**src/hdl/iqh_pkg.sv**
```systemverilog
// Shared constants, register codes and stage types of the invertible quotient hash.
package iqh_pkg;

  localparam int KEY_W     = 64;
  localparam int MOD_W     = KEY_W + 1;
  localparam int SIZE_W    = 33;
  localparam int ADDR_W    = 32;
  localparam int PROD_W    = KEY_W + SIZE_W;
  localparam int RED_CELLS = KEY_W;
  localparam int MUL_CELLS = PROD_W;
  localparam int DIV_CELLS = KEY_W;
  localparam int PADDR_W   = 5;
  localparam int PDATA_W   = 64;

  localparam logic CMD_HASH    = 1'b0;
  localparam logic CMD_RECOVER = 1'b1;

  typedef enum logic [1:0] {
    REG_TABLE_SIZE = 2'd0,
    REG_PRIME      = 2'd1,
    REG_MULT       = 2'd2,
    REG_INV        = 2'd3
  } reg_idx_t;

  // Payload handed from one modular cell to the next.
  typedef struct packed {
    logic              cmd;
    logic [KEY_W-1:0]  r;
    logic [KEY_W-1:0]  x;
    logic [PROD_W-1:0] bits;
    logic [PROD_W-1:0] aux;
  } mm_t;

  // Payload handed from one divider cell to the next.
  typedef struct packed {
    logic              cmd;
    logic [SIZE_W-1:0] rem;
    logic [KEY_W-1:0]  dq;
  } dv_t;

endpackage

```
**src/hdl/iqh_div_cell.sv**
```systemverilog
// One step of restoring division by the table size: one quotient bit per cell.
module iqh_div_cell import iqh_pkg::*; (
  input  logic              clk,
  input  logic              rst_n,
  input  logic              en,
  input  logic [SIZE_W-1:0] divisor_i,
  input  logic              vld_i,
  input  dv_t               d_i,
  output logic              vld_o,
  output dv_t               d_o
);

  logic              vld_r;
  dv_t               d_r, d_nxt;
  logic [SIZE_W:0]   t, diff;
  logic              ge;

  // The remainder stays below the divisor, so it fits the table size width.
  always_comb begin
    t      = {d_i.rem, d_i.dq[KEY_W-1]};
    diff   = t - {1'b0, divisor_i};
    ge     = (t >= {1'b0, divisor_i});
    d_nxt.cmd = d_i.cmd;
    d_nxt.rem = ge ? diff[SIZE_W-1:0] : t[SIZE_W-1:0];
    d_nxt.dq  = {d_i.dq[KEY_W-2:0], ge};
  end

  always_ff @(posedge clk) begin
    if (!rst_n) begin
      vld_r <= 1'b0;
    end else if (en) begin
      vld_r <= vld_i;
    end
  end

  always_ff @(posedge clk) begin
    if (en) begin
      d_r <= d_nxt;
    end
  end

  assign vld_o = vld_r;
  assign d_o   = d_r;

endmodule

```
**config.mk**
```make
export PLATFORM = sky130hd
export DESIGN_NAME = iqh_div_cell
export DESIGN_NICKNAME = d
export VERILOG_FILES = /design/src/hdl/iqh_pkg.sv /design/src/hdl/iqh_div_cell.sv
export SDC_FILE = /design/constraint.sdc
export NUM_CORES = 1
export LEC_CHECK = 0
export ABC_AREA = 1
export ABC_CLOCK_PERIOD_IN_PS = 2100
export BUFFER_PORTS_ARGS = -buffer_cell sky130_fd_sc_hd__clkbuf_2
export CORE_MARGIN = 2
export CORE_UTILIZATION = 40
export DETAILED_ROUTE_END_ITERATION = 8
export PLACE_DENSITY = 0.75
export SKIP_CTS_REPAIR_TIMING = 1
export SLEW_MARGIN = 30
export SYNTH_ARGS = -nofsm -noshare
export SYNTH_HDL_FRONTEND = slang
export SYNTH_SLANG_ARGS = --single-unit
```
**constraint.sdc**
```tcl
create_clock -name clk -period 2.1 [get_ports clk]
set_input_delay 0.315 -clock clk [delete_from_list [all_inputs] [get_ports clk]]
set_output_delay 0.315 -clock clk [all_outputs]
set_load 0.02 [all_outputs]
```
==> flow_metrics.tcl <==
set metrics [dict create \
    synth_area_per_cell_um2 8.04 \
    antennaDiodeCount 0 \
    io_buffers 233 \
    place_congestion 1.03 \
    final.min_clock_period_ps 1980 \
    fin_nets 1296 \
    core_area_mm2 0.0153 \
    grt_start_max_net_pins 101 \
    vias 6179 \
    crit_start "d_i[63]" \
    async_flop_share 0 \
    cts_root_buf "clkbuf_16" \
    hold_path.class "input port to flop" \
    dieHeight_um 129 \
    wl_um 18500 \
    synth_top_area_frac 0.469 \
    relSlewSlack 0.625 \
    final_hold_viol_count 0 \
    drive_above_1_share 0.353 \
    p_leak_uw 0.00491 \
    via_per_inst 4.60 \
    status "finished, final reports clean" \
    cp_max_fo 4 \
    cp_common_cell "nand2_1" \
    synth.cells.most_frequent "nand2_1 (291), inv_1 (153), edfxtp_1 (98), nand3_1 (54), nor2_1 (36)" \
    fp.dieArea_mm2 0.0167 \
    critPathKind "input port to flop" \
    drc 0 \
    die_width_um 129 \
    drv_cap 0 \
    clockBufferDepth 2 \
    cts_htree_levels 3 \
    worstPathRequired_ps 2220 \
    synth_ff_type "edfxtp_1" \
    fin_crit_sh 0.941 \
    post-synth-top-count-cell "nand2_1" \
    yosys_warnings 0 \
    crit_arrival_ps 2090 \
    finish.instance_area_mm2 0.00887 \
    r2r_slack_ps 1450 \
    setup_viol 0 \
    grt_pass1_wl_um 28300 \
    placed_cell_area_mm2 0.00852 \
    p_per_area_mw_per_mm2 688 \
    synth_largest_area_cell "edfxtp_1" \
    syn_area_mm2 0.00628 \
    start_kind "input port" \
    skew_ps 0 \
    drt_iter0_markers 344 \
    cp-end-kind "flop" \
    rows 45 \
    cp_cell_sequence "clkbuf_2 -> inv_1 -> ha_1 -> inv_1 -> fa_1 -> nand2_1 -> nand2_1 -> nand3_1 -> nand2_2 -> nand2_1 -> nand2_1 -> nand2_2 -> nand3b_1 -> nand3_2 -> nand2_1" \
    synthTopCellsByArea "edfxtp_1 (47%), nand2_1 (17%), inv_1 (9.1%)" \
    fin_util 0.581 \
    filler_cell_count 1385 \
    synthToLayoutAreaGrowth_pct 41.3 \
    ys_types 31 \
    start_util 0.411 \
    synth_fp_nets 950 \
    synth-edff-count 98 \
    peakVddDrop_mv 0.478 \
    cpMaxStageDelayCell "fa_1" \
    syn_inst 781 \
    dpl.hpwl_um 15300 \
    antenna_found_initial 0 \
    overflow 0 \
    io_pins 234 \
    finalMaxSlewViolations 0 \
    clkSlewWorstSetupHoldPaths_ps 80 \
    synth-seq-cells 99 \
    grt_pass1_vias 5882 \
    firstDrtPassIters 5 \
    clock_latency_ps 350 \
    routedWlPerCell_um 13.8 \
    timing.fmax_mhz 506 \
    worst_path_largest_cell_delay_ps 410 \
    synth-seq-area-share 0.472 \
    cts_tree "built" \
    final_antenna_net_count 0 \
    hold_start "d_i[7]" \
    numCtsBuffers 9 \
    cts_sinks 99 \
    grt_util_all_layers 0.222 \
    worstMarginPinSlew_ps 563 \
    rr_startpoint "vld_o" \
]
==> cell usage in the layout, fill, tap and decap left out <==
cell type	count
a21o_1	2
a21oi_1	22
and2_1	5
and3_1	1
buf_12	6
buf_4	106
bufinv_16	1
clkbuf_16	9
clkbuf_2	232
clkinv_8	1
clkinvlp_4	2
dfxtp_1	1
edfxtp_1	98
fa_1	1
ha_1	33
inv_1	153
inv_2	8
inv_8	3
nand2_1	289
nand2_2	6
nand2_4	1
nand2_8	1
nand3_1	54
nand3_2	15
nand3b_1	10
nand4_1	2
nor2_1	36
nor2_2	4
nor2_4	1
nor3_1	9
nor3_2	2
o21ai_0	2
or2_2	2
xnor2_1	1
xor2_1	13
==> flip-flops by register name, indices dropped and copies added (netlist names) <==
| signal | flops |
|---|---|
| d_o | 98 |
| vld_o | 1 |
==> power by group <==
group | leakage, uW | switching (uW) | internal (uW)
Clock | 0.000150 | 815 | 960
Combinational | 0.00379 | 1090 | 751
Sequential | 0.000967 | 66.3 | 2420
==> per-layer routing <==
layer	vias to the layer above	global-route usage	wire length, um	part of all wire
met5	-	0	0	0
met4	0	0.119	789	0.043
met3	48	0.0413	1540	0.083
met2	260	0.390	9040	0.49
met1	2728	0.257	7160	0.39
li1	3143	-	-	-
==> critical path: cells and delay by family <==
kind                     cells  cell delay, ps
adder cells (fa/ha/maj)      2             560
AND/OR/NAND/NOR             10            1000
buffers and inverters        3             220
==> through the flow <==
| stage | hold slack (ps) | setup slack, ps | power, uW | instances | TNS [ps] |
|---|---|---|---|---|---|
| 3_5_place_dp | 494 | -245 | 4360 | 1324 | -7150 |
| 5_1_grt | 124 | -33.1 | 6400 | 1343 | -59.6 |
| 3_3_place_gp | 492 | -204 | 4320 | 1324 | -6050 |
| 4_1_cts | 125 | 115 | 6120 | 1340 | 0 |
| 6_report | 136 | 124 | 6100 | 1343 | 0 |
| 2_1_floorplan | 408 | 121 | 3520 | 781 | 0 |
==> final cells by class <==
cell class	instances	area [um2]	share of cell area
clock buffer	9	225	0.0254
multi-input combinational	512	2640	0.298
inverter	161	604	0.0682
sequential	99	2960	0.334
clock inverter	7	95.1	0.0107
tap	211	264	0.0298
timing repair buffer	344	2080	0.234
==> kinds of logic after synthesis <==
family	Yosys count	share of synthesized area
buffers and inverters	170	0.108
AND/OR/NAND/NOR	438	0.310
flip-flops	99	0.472
AO/OA/AOI/OAI	26	0.0215
adder cells (fa/ha/maj)	34	0.0690
XOR/XNOR	14	0.0195
==> path summary, 6_finish.rpt <==
check,endpoint,depth (start not counted)
setup / recovery,d_o[92],15
hold / removal,d_o[8],1
setup reg to reg,vld_o,2
hold reg to reg,vld_o,2
Power figures use the tool's default switching activity.
