### src/hdl/iqh_pkg.sv
// Shared constants, register codes and stage types of the invertible quotient hash.
package iqh_pkg;

  localparam int KEY_W     = 64;
  localparam int MOD_W     = KEY_W + 1;
  localparam int SIZE_W    = 33;
  localparam int ADDR_W    = 32;
  localparam int PROD_W    = KEY_W + SIZE_W;
  localparam int RED_CELLS = KEY_W;
  localparam int MUL_CELLS = PROD_W;
  localparam int DIV_CELLS = KEY_W;
  localparam int PADDR_W   = 5;
  localparam int PDATA_W   = 64;

  localparam logic CMD_HASH    = 1'b0;
  localparam logic CMD_RECOVER = 1'b1;

  typedef enum logic [1:0] {
    REG_TABLE_SIZE = 2'd0,
    REG_PRIME      = 2'd1,
    REG_MULT       = 2'd2,
    REG_INV        = 2'd3
  } reg_idx_t;

  // Payload handed from one modular cell to the next.
  typedef struct packed {
    logic              cmd;
    logic [KEY_W-1:0]  r;
    logic [KEY_W-1:0]  x;
    logic [PROD_W-1:0] bits;
    logic [PROD_W-1:0] aux;
  } mm_t;

  // Payload handed from one divider cell to the next.
  typedef struct packed {
    logic              cmd;
    logic [SIZE_W-1:0] rem;
    logic [KEY_W-1:0]  dq;
  } dv_t;

endpackage

### src/hdl/iqh_mod_cell.sv
// One step of a shift-and-add modular product: r = (2r + bit * x) mod modulus.
module iqh_mod_cell import iqh_pkg::*; (
  input  logic             clk,
  input  logic             rst_n,
  input  logic             en,
  input  logic [MOD_W-1:0] modulus_i,
  input  logic             vld_i,
  input  mm_t              d_i,
  output logic             vld_o,
  output mm_t              d_o
);

  logic              vld_r;
  mm_t               d_r, d_nxt;
  logic [MOD_W:0]    t, p1, p2, sel;

  always_comb begin
    t   = {1'b0, d_i.r, 1'b0} + {2'b00, d_i.x & {KEY_W{d_i.bits[PROD_W-1]}}};
    p1  = {1'b0, modulus_i};
    p2  = {modulus_i, 1'b0};
    // The sum stays below three times the modulus, so two trial subtractions do.
    if (t >= p2) begin
      sel = t - p2;
    end else if (t >= p1) begin
      sel = t - p1;
    end else begin
      sel = t;
    end
    d_nxt      = d_i;
    d_nxt.r    = sel[KEY_W-1:0];
    d_nxt.bits = {d_i.bits[PROD_W-2:0], 1'b0};
  end

  always_ff @(posedge clk) begin
    if (!rst_n) begin
      vld_r <= 1'b0;
    end else if (en) begin
      vld_r <= vld_i;
    end
  end

  always_ff @(posedge clk) begin
    if (en) begin
      d_r <= d_nxt;
    end
  end

  assign vld_o = vld_r;
  assign d_o   = d_r;

endmodule

### config.mk
export PLATFORM = sky130hd
export DESIGN_NAME = iqh_mod_cell
export DESIGN_NICKNAME = d
export VERILOG_FILES = /design/src/hdl/iqh_pkg.sv /design/src/hdl/iqh_mod_cell.sv
export SDC_FILE = /design/constraint.sdc
export NUM_CORES = 1
export LEC_CHECK = 0
export BUFFER_PORTS_ARGS = -buffer_cell sky130_fd_sc_hd__buf_4
export CORE_AREA = 5 5 276 278
export DETAILED_ROUTE_END_ITERATION = 8
export DIE_AREA = 0 0 281 283
export SLEW_MARGIN = 20
export SYNTH_ARGS = -nofsm -noshare
export SYNTH_HDL_FRONTEND = slang
export SYNTH_SLANG_ARGS = --single-unit
### constraint.sdc
create_clock -name clk -period 6.35 [get_ports clk]
set_clock_uncertainty 0.05 [all_clocks]
set_input_delay 0.3175 -clock clk [delete_from_list [all_inputs] [get_ports clk]]
set_output_delay 0.3175 -clock clk [all_outputs]
set_load 0.01 [all_outputs]
==> flow_metrics.env, run 1 <==
export IMPL_hp_start="modulus_i[0]"
export IMPL_hold_end="d_o[259]"
export IMPL_cts_made_buffers=43
export IMPL_netlist_top_cells_area="edfxtp_1 (43%), ha_1 (11%), a21oi_1 (5.1%)"
export IMPL_rr_worst_depth=3
export IMPL_yosysTopAreaCellShare=0.426
export IMPL_drt_iter0_markers=1344
export IMPL_die_h_um=283
export IMPL_htreeDepth=2
export IMPL_clock_path_buffers=3
export IMPL_hp_class="in2reg"
export IMPL_rsz0062_at_grt="yes"
export IMPL_ant_nets=0
export IMPL_finalWirelength_um=108000
export IMPL_nets=4206
export IMPL_crit_type="in2reg"
export IMPL_instances_no_fill=4634
export IMPL_grt_pass1_vias=23600
export IMPL_end_kind="register"
export IMPL_ys_warn_count=0
export IMPL_synth_most_common_cell="edfxtp_1"
export IMPL_ios=716
export IMPL_die_area_mm2=0.0795
export IMPL_portBuffers=714
export IMPL_crit_arrival_ps=6500
export IMPL_p_leak_nw=16.4
export IMPL_antenna_found_initial=14
export IMPL_tightest_slew_ps=1290
export IMPL_rr_startpoint="vld_o"
export IMPL_path_max_fanout=28
export IMPL_ys_flop_type="edfxtp_1"
export IMPL_internal_power_mw=6.61
export IMPL_status="finished, final reports clean"
export IMPL_drive_above_1_share=0.336
export IMPL_track_usage=0.255
export IMPL_path_common_cell="buf_4"
export IMPL_root_buffer="clkbuf_16"
export IMPL_vias=23300
export IMPL_coreArea_mm2=0.0737
export IMPL_synth_cell_types=87
export IMPL_syn_nets=2881
export IMPL_synth_cells=2293
export IMPL_p_switching_mw=3.72
export IMPL_grt_first_pass_wirelength_um=153000
export IMPL_grt_ovfl_total=0
export IMPL_cap_violations=0
export IMPL_power_per_cell_area_mw_per_mm2=285
export IMPL_async_flop_share=0
export IMPL_max_vdd_ir_drop_mv=0.220
export IMPL_gp_routability_congestion=0.925
export IMPL_drc=0
export IMPL_power_mw=10.3
export IMPL_area_growth_pct=59.8
export IMPL_place_inst=4272
export IMPL_r2r_end="vld_o"
export IMPL_avgSynthCellArea_um2=9.89
export IMPL_hold_viol=0
export IMPL_synth_edf_count=322
export IMPL_regToRegSetupSlack_ps=5090
export IMPL_path_clk_slew_ps=60
export IMPL_routedWlPerCell_um=23.2
export IMPL_timing_fmax_ghz=0.163
export IMPL_clock_latency_ps=580
export IMPL_ys_seq_elements=323
export IMPL_cts_tree="built"
export IMPL_viasPerCell=5.02
export IMPL_initial_utilization=0.308
export IMPL_switching_share=0.360
export IMPL_start_kind="input port"
export IMPL_slowest_stage="dlygate4sd3_1"
export IMPL_combPwrFrac=0.466
export IMPL_seqPwrFrac=0.276
export IMPL_maxSlewViolCount=0
export IMPL_die_w_um=281
export IMPL_worstPathRequired_ps=6720
export IMPL_ys_top_cells_by_count="edfxtp_1 (322), a21oi_1 (230), ha_1 (193)"
export IMPL_pwr_share_clk=0.258
export IMPL_min_period_ps=6120
export IMPL_timing_final_crit_share=0.964
export IMPL_cpPeakStageDelay_ps=540
export IMPL_synth_area_mm2=0.0227
export IMPL_setup_violations_final=0
export IMPL_ys_seq_area_frac=0.427
export IMPL_drt_first_pass_iters=6
export IMPL_synth_top_area_cell="edfxtp_1"
export IMPL_clock_sinks=323
export IMPL_whs_path_depth=3
export IMPL_core_rowCount=100
export IMPL_dp_hpwl_um=87800
export IMPL_grt_max_degree=166
export IMPL_timing_slew_headroom=0.137
cell usage in the layout, fill, tap and decap left out, types with 9 or more instances in the layout:
cell type      count
nand2_1          187
nor2b_1           19
a211oi_1          24
xor2_1            63
a31oi_1           28
o21ai_1           22
buf_12            10
o21bai_1          42
a21o_1           100
a21oi_1          228
inv_1            127
edfxtp_1         322
mux2i_1           35
nor3_1            33
and3_1            22
ha_1             190
nand4_1           44
or3_1             10
o21ai_0          106
bufinv_16          9
buf_4           1091
o31ai_1           15
nor2_1           140
diode_2           15
xnor2_1          105
nand3_1           54
clkbuf_16         43
o211ai_1          37
o21a_1            15
and2_1            77
dlygate4sd3_1    260
nand2b_1          13
metal layers:
layer  vias to the layer above  part of all wire  global-route usage
li1                      11200                 -                   -
met1                     11100              0.39               0.298
met2                       777              0.50               0.457
met3                       160             0.058              0.0438
met4                         2             0.052               0.113
met5                         -           0.00012                   0
repair_timing:
item | 4_1_cts | 5_1_grt
setup endpoints to repair | 64 | 64
hold endpoints to repair | 259 | 0
resized for setup | 3 | 30
hold buffers | 260 | 0
cloned | 0 | 0
setup buffers | 2 | 8
pin swaps | 1 | 10
flip-flops by register name (all words and copies together) (netlist names):
register and count:
d_o 322, vld_o 1
area by class of cell:
cell class	count	area [um^2]
Multi-Input combinational cell	1760	12300
Inverter	128	480
Clock inverter	31	414
Timing Repair Buffer	1362	11000
Tap cell	969	1210
Fill cell	6873	37500
Clock buffer	46	1090
Antenna cell	15	37.5
Sequential cell	323	9690
power groups by stage:
stage / Clock, mW / Combinational [mW] / Sequential [mW]
finish: 2.66 / 4.81 / 2.85
global route: 2.81 / 5.19 / 2.87
CTS: 2.73 / 4.77 / 2.85
detailed placement: 0 / 4.60 / 2.89
global placement: 0 / 4.58 / 2.89
floorplan: 0 / 2.28 / 2.98
critical path, delay by kind of cell:
family	cells	cell delay, ps
compound gates	10	2310
xor+xnor	1	220
fa+ha+maj	2	610
buf+inv	8	1730
simple gates	9	1260
worst max path at each step:
stage,start,end,slack (ps),cells past startpoint
finish,d_i[200],d_o[281],230,30
global route,d_i[210],d_o[314],-30,26
CTS,d_i[226],d_o[310],10,27
detailed placement,d_i[193],d_o[310],-1000,27
global placement,d_i[193],d_o[314],-930,27
floorplan,d_i[193],d_o[260],580,26
logic make-up after synthesis:
logic type,Yosys count,share of synthesized area
XOR/XNOR,172,0.0664
adder cells (fa/ha/maj),196,0.109
other,1,0.000165
flip-flops,323,0.427
AO/OA/AOI/OAI,706,0.201
buffers and inverters,210,0.0377
multiplexers,41,0.0184
AND/OR/NAND/NOR,644,0.140
through the flow:
step,TNS (ps),util,hold WS [ps],area (um^2),setup slack [ps]
after floorplan,0,-,366,22700,584
after global placement,-50000,0.432,446,31900,-930
after detailed placement,-54230,0.432,447,31900,-996
after CTS,0,0.489,139,36000,14.0
after global routing,-114,0.491,170,36200,-31.8
final,0,0.492,176,36200,227
(Power assumes the default switching activity.)
==> run 2, diff against run 1 <==
--- a/config.mk
+++ b/config.mk
@@ -6,9 +6,9 @@
 export NUM_CORES = 1
 export LEC_CHECK = 0
 export BUFFER_PORTS_ARGS = -buffer_cell sky130_fd_sc_hd__buf_4
-export CORE_AREA = 5 5 276 278
+export CORE_AREA = 2 2 281 283
 export DETAILED_ROUTE_END_ITERATION = 8
-export DIE_AREA = 0 0 281 283
+export DIE_AREA = 0 0 283 285
 export SLEW_MARGIN = 20
 export SYNTH_ARGS = -nofsm -noshare
 export SYNTH_HDL_FRONTEND = slang
==> constraint.sdc (replaced) <==
create_clock -name clk -period 7.8 [get_ports clk]
set_clock_uncertainty 0.05 [all_clocks]
set_input_delay 0.39 -clock clk [delete_from_list [all_inputs] [get_ports clk]]
set_output_delay 0.39 -clock clk [all_outputs]
set_load 0.01 [all_outputs]
==> run 2 against run 1 <==
- non-clock buffer count is 335 lower
- design area decreased by 7.2%
- core utilization fell by 6.0 points
- sequential power is 19% lower
- global-route usage decreased by 0.71 points
- critical path type unchanged
- critical endpoint is now d_o[315]
- highest routed layer unchanged
==> flow_metrics.env, run 2 (synthesized netlist as in run 1, its figures left out) <==
export IMPL_finalWirelength_um=105000
export IMPL_htreeDepth=2
export IMPL_timing_fmax_ghz=0.139
export IMPL_grt_pass1_vias=21800
export IMPL_timing_slew_headroom=0.333
export IMPL_start_kind="input port"
export IMPL_timing_final_crit_share=0.921
export IMPL_p_leak_nw=14.8
export IMPL_cpPeakStageDelay_ps=820
export IMPL_top_layer_used="met5"
export IMPL_path_max_fanout=18
export IMPL_grt_first_pass_wirelength_um=148000
export IMPL_crit_start="d_i[216]"
export IMPL_end_kind="register"
export IMPL_initial_utilization=0.291
export IMPL_ant_nets=0
export IMPL_tightest_slew_ps=996
export IMPL_die_h_um=285
export IMPL_fin_ws_ps=619
export IMPL_cts_tree="built"
export IMPL_drc=0
export IMPL_path_clk_slew_ps=60
export IMPL_regToRegSetupSlack_ps=6560
export IMPL_gp_routability_congestion=0.927
export IMPL_die_w_um=283
export IMPL_antenna_found_initial=14
export IMPL_cts_made_buffers=44
export IMPL_grt_ovfl_total=0
export IMPL_post_cts_resized=0
export IMPL_wl_met1_um=40900
export IMPL_min_period_ps=7180
export IMPL_drt_iter0_markers=1451
export IMPL_slowest_stage="o211ai_4"
export IMPL_rr_startpoint="vld_o"
export IMPL_ctsHoldBuffers=260
export IMPL_r2r_end="vld_o"
export IMPL_nets=3872
export IMPL_routedWlPerCell_um=23.9
export IMPL_clock_sinks=323
export IMPL_die_area_mm2=0.0807
export IMPL_hold_viol=0
export IMPL_power_per_cell_area_mw_per_mm2=237
export IMPL_area_growth_pct=48.3
export IMPL_drt_first_pass_iters=5
export IMPL_grt_max_degree=77
export IMPL_totalNegativeSetupSlack_ps=0
export IMPL_setup_violations_final=0
export IMPL_status="finished, final reports clean"
export IMPL_clock_path_buffers=3
export IMPL_hp_class="in2reg"
export IMPL_portBuffers=714
export IMPL_crit_type="in2reg"
export IMPL_wl_met2_um=54200
export IMPL_viasPerCell=5.02
export IMPL_wl_met3_um=5980
export IMPL_rsz0062_at_grt="no"
export IMPL_power_mw=7.97
export IMPL_crit_arrival_ps=7450
export IMPL_dp_worst_setup_slack_ps=140
export IMPL_whs_path_depth=1
export IMPL_max_vdd_ir_drop_mv=0.188
export IMPL_drive_above_1_share=0.262
export IMPL_coreArea_mm2=0.0780
export IMPL_maxSlewViolCount=0
export IMPL_post_cts_buffers=0
export IMPL_core_rowCount=103
export IMPL_mostFrequentLayoutCells="buf_4 (762), edfxtp_1 (322), dlygate4sd3_1 (260), a21oi_1 (230), ha_1 (193)"
export IMPL_layout_commonest_cell="buf_4"
export IMPL_rr_worst_depth=3
export IMPL_cap_violations=0
export IMPL_largest_reg_flops=322
export IMPL_ios=716
export IMPL_track_usage=0.248
export IMPL_crit_path_end="d_o[315]"
export IMPL_vias=22000
export IMPL_clock_latency_ps=580
export IMPL_worstPathRequired_ps=8070
export IMPL_dp_hpwl_um=84400
export IMPL_root_buffer="clkbuf_16"
[run 2: worst max-delay path: cells and delay by family]
family / cells / cell delay (ps)
xor gates and xnor gates: 1 / 210
muxes: 2 / 310
buffers and inverters: 3 / 990
and+or+nand+nor: 7 / 1420
adders and majority gates: 2 / 810
AOI/OAI and AO/OA: 10 / 3340
[run 2: layout make-up]
cell class	count	area, um^2
Tap cell	1050	1310
Clock buffer	48	1140
Inverter	128	480
Fill cell	7587	44300
Antenna cell	12	30.0
Sequential cell	323	9690
Clock inverter	32	404
Multi-Input combinational cell	1760	12200
Timing Repair Buffer	1027	8420
[run 2: power breakdown]
part	leakage (nW)	total (mW)	internal, mW	switching (mW)
sequential	3.16	2.30	2.21	0.0932
clock	0.751	2.21	1.33	0.882
combinational	10.9	3.45	1.48	1.97
total	14.8	7.97	5.02	2.95
[run 2: worst min-delay path by stage]
stage | startpoint | end | slack (ps)
final | en | d_o[312] | 220
after global routing | en | d_o[312] | 220
after CTS | modulus_i[0] | d_o[259] | 200
after detailed placement | vld_o | vld_o | 450
after global placement | vld_o | vld_o | 450
after floorplan | d_i[0] | d_o[0] | 440
[run 2: metal layers]
layer / vias up / global-route usage
met1: 10500 / 0.286
met3: 126 / 0.0446
met5: - / 0
met2: 789 / 0.462
met4: 4 / 0.0782
li1: 10600 / -
[run 2: per-stage QoR]
step | hold WS [ps] | cell area [um^2] | instances | util
after global placement | 452 | 29500 | 4028 | 0.378
after detailed placement | 454 | 29500 | 4028 | 0.378
after floorplan | 439 | 22700 | 2293 | -
final | 216 | 33600 | 4380 | 0.431
after global routing | 224 | 33600 | 4377 | 0.431
after CTS | 200 | 33600 | 4368 | 0.431
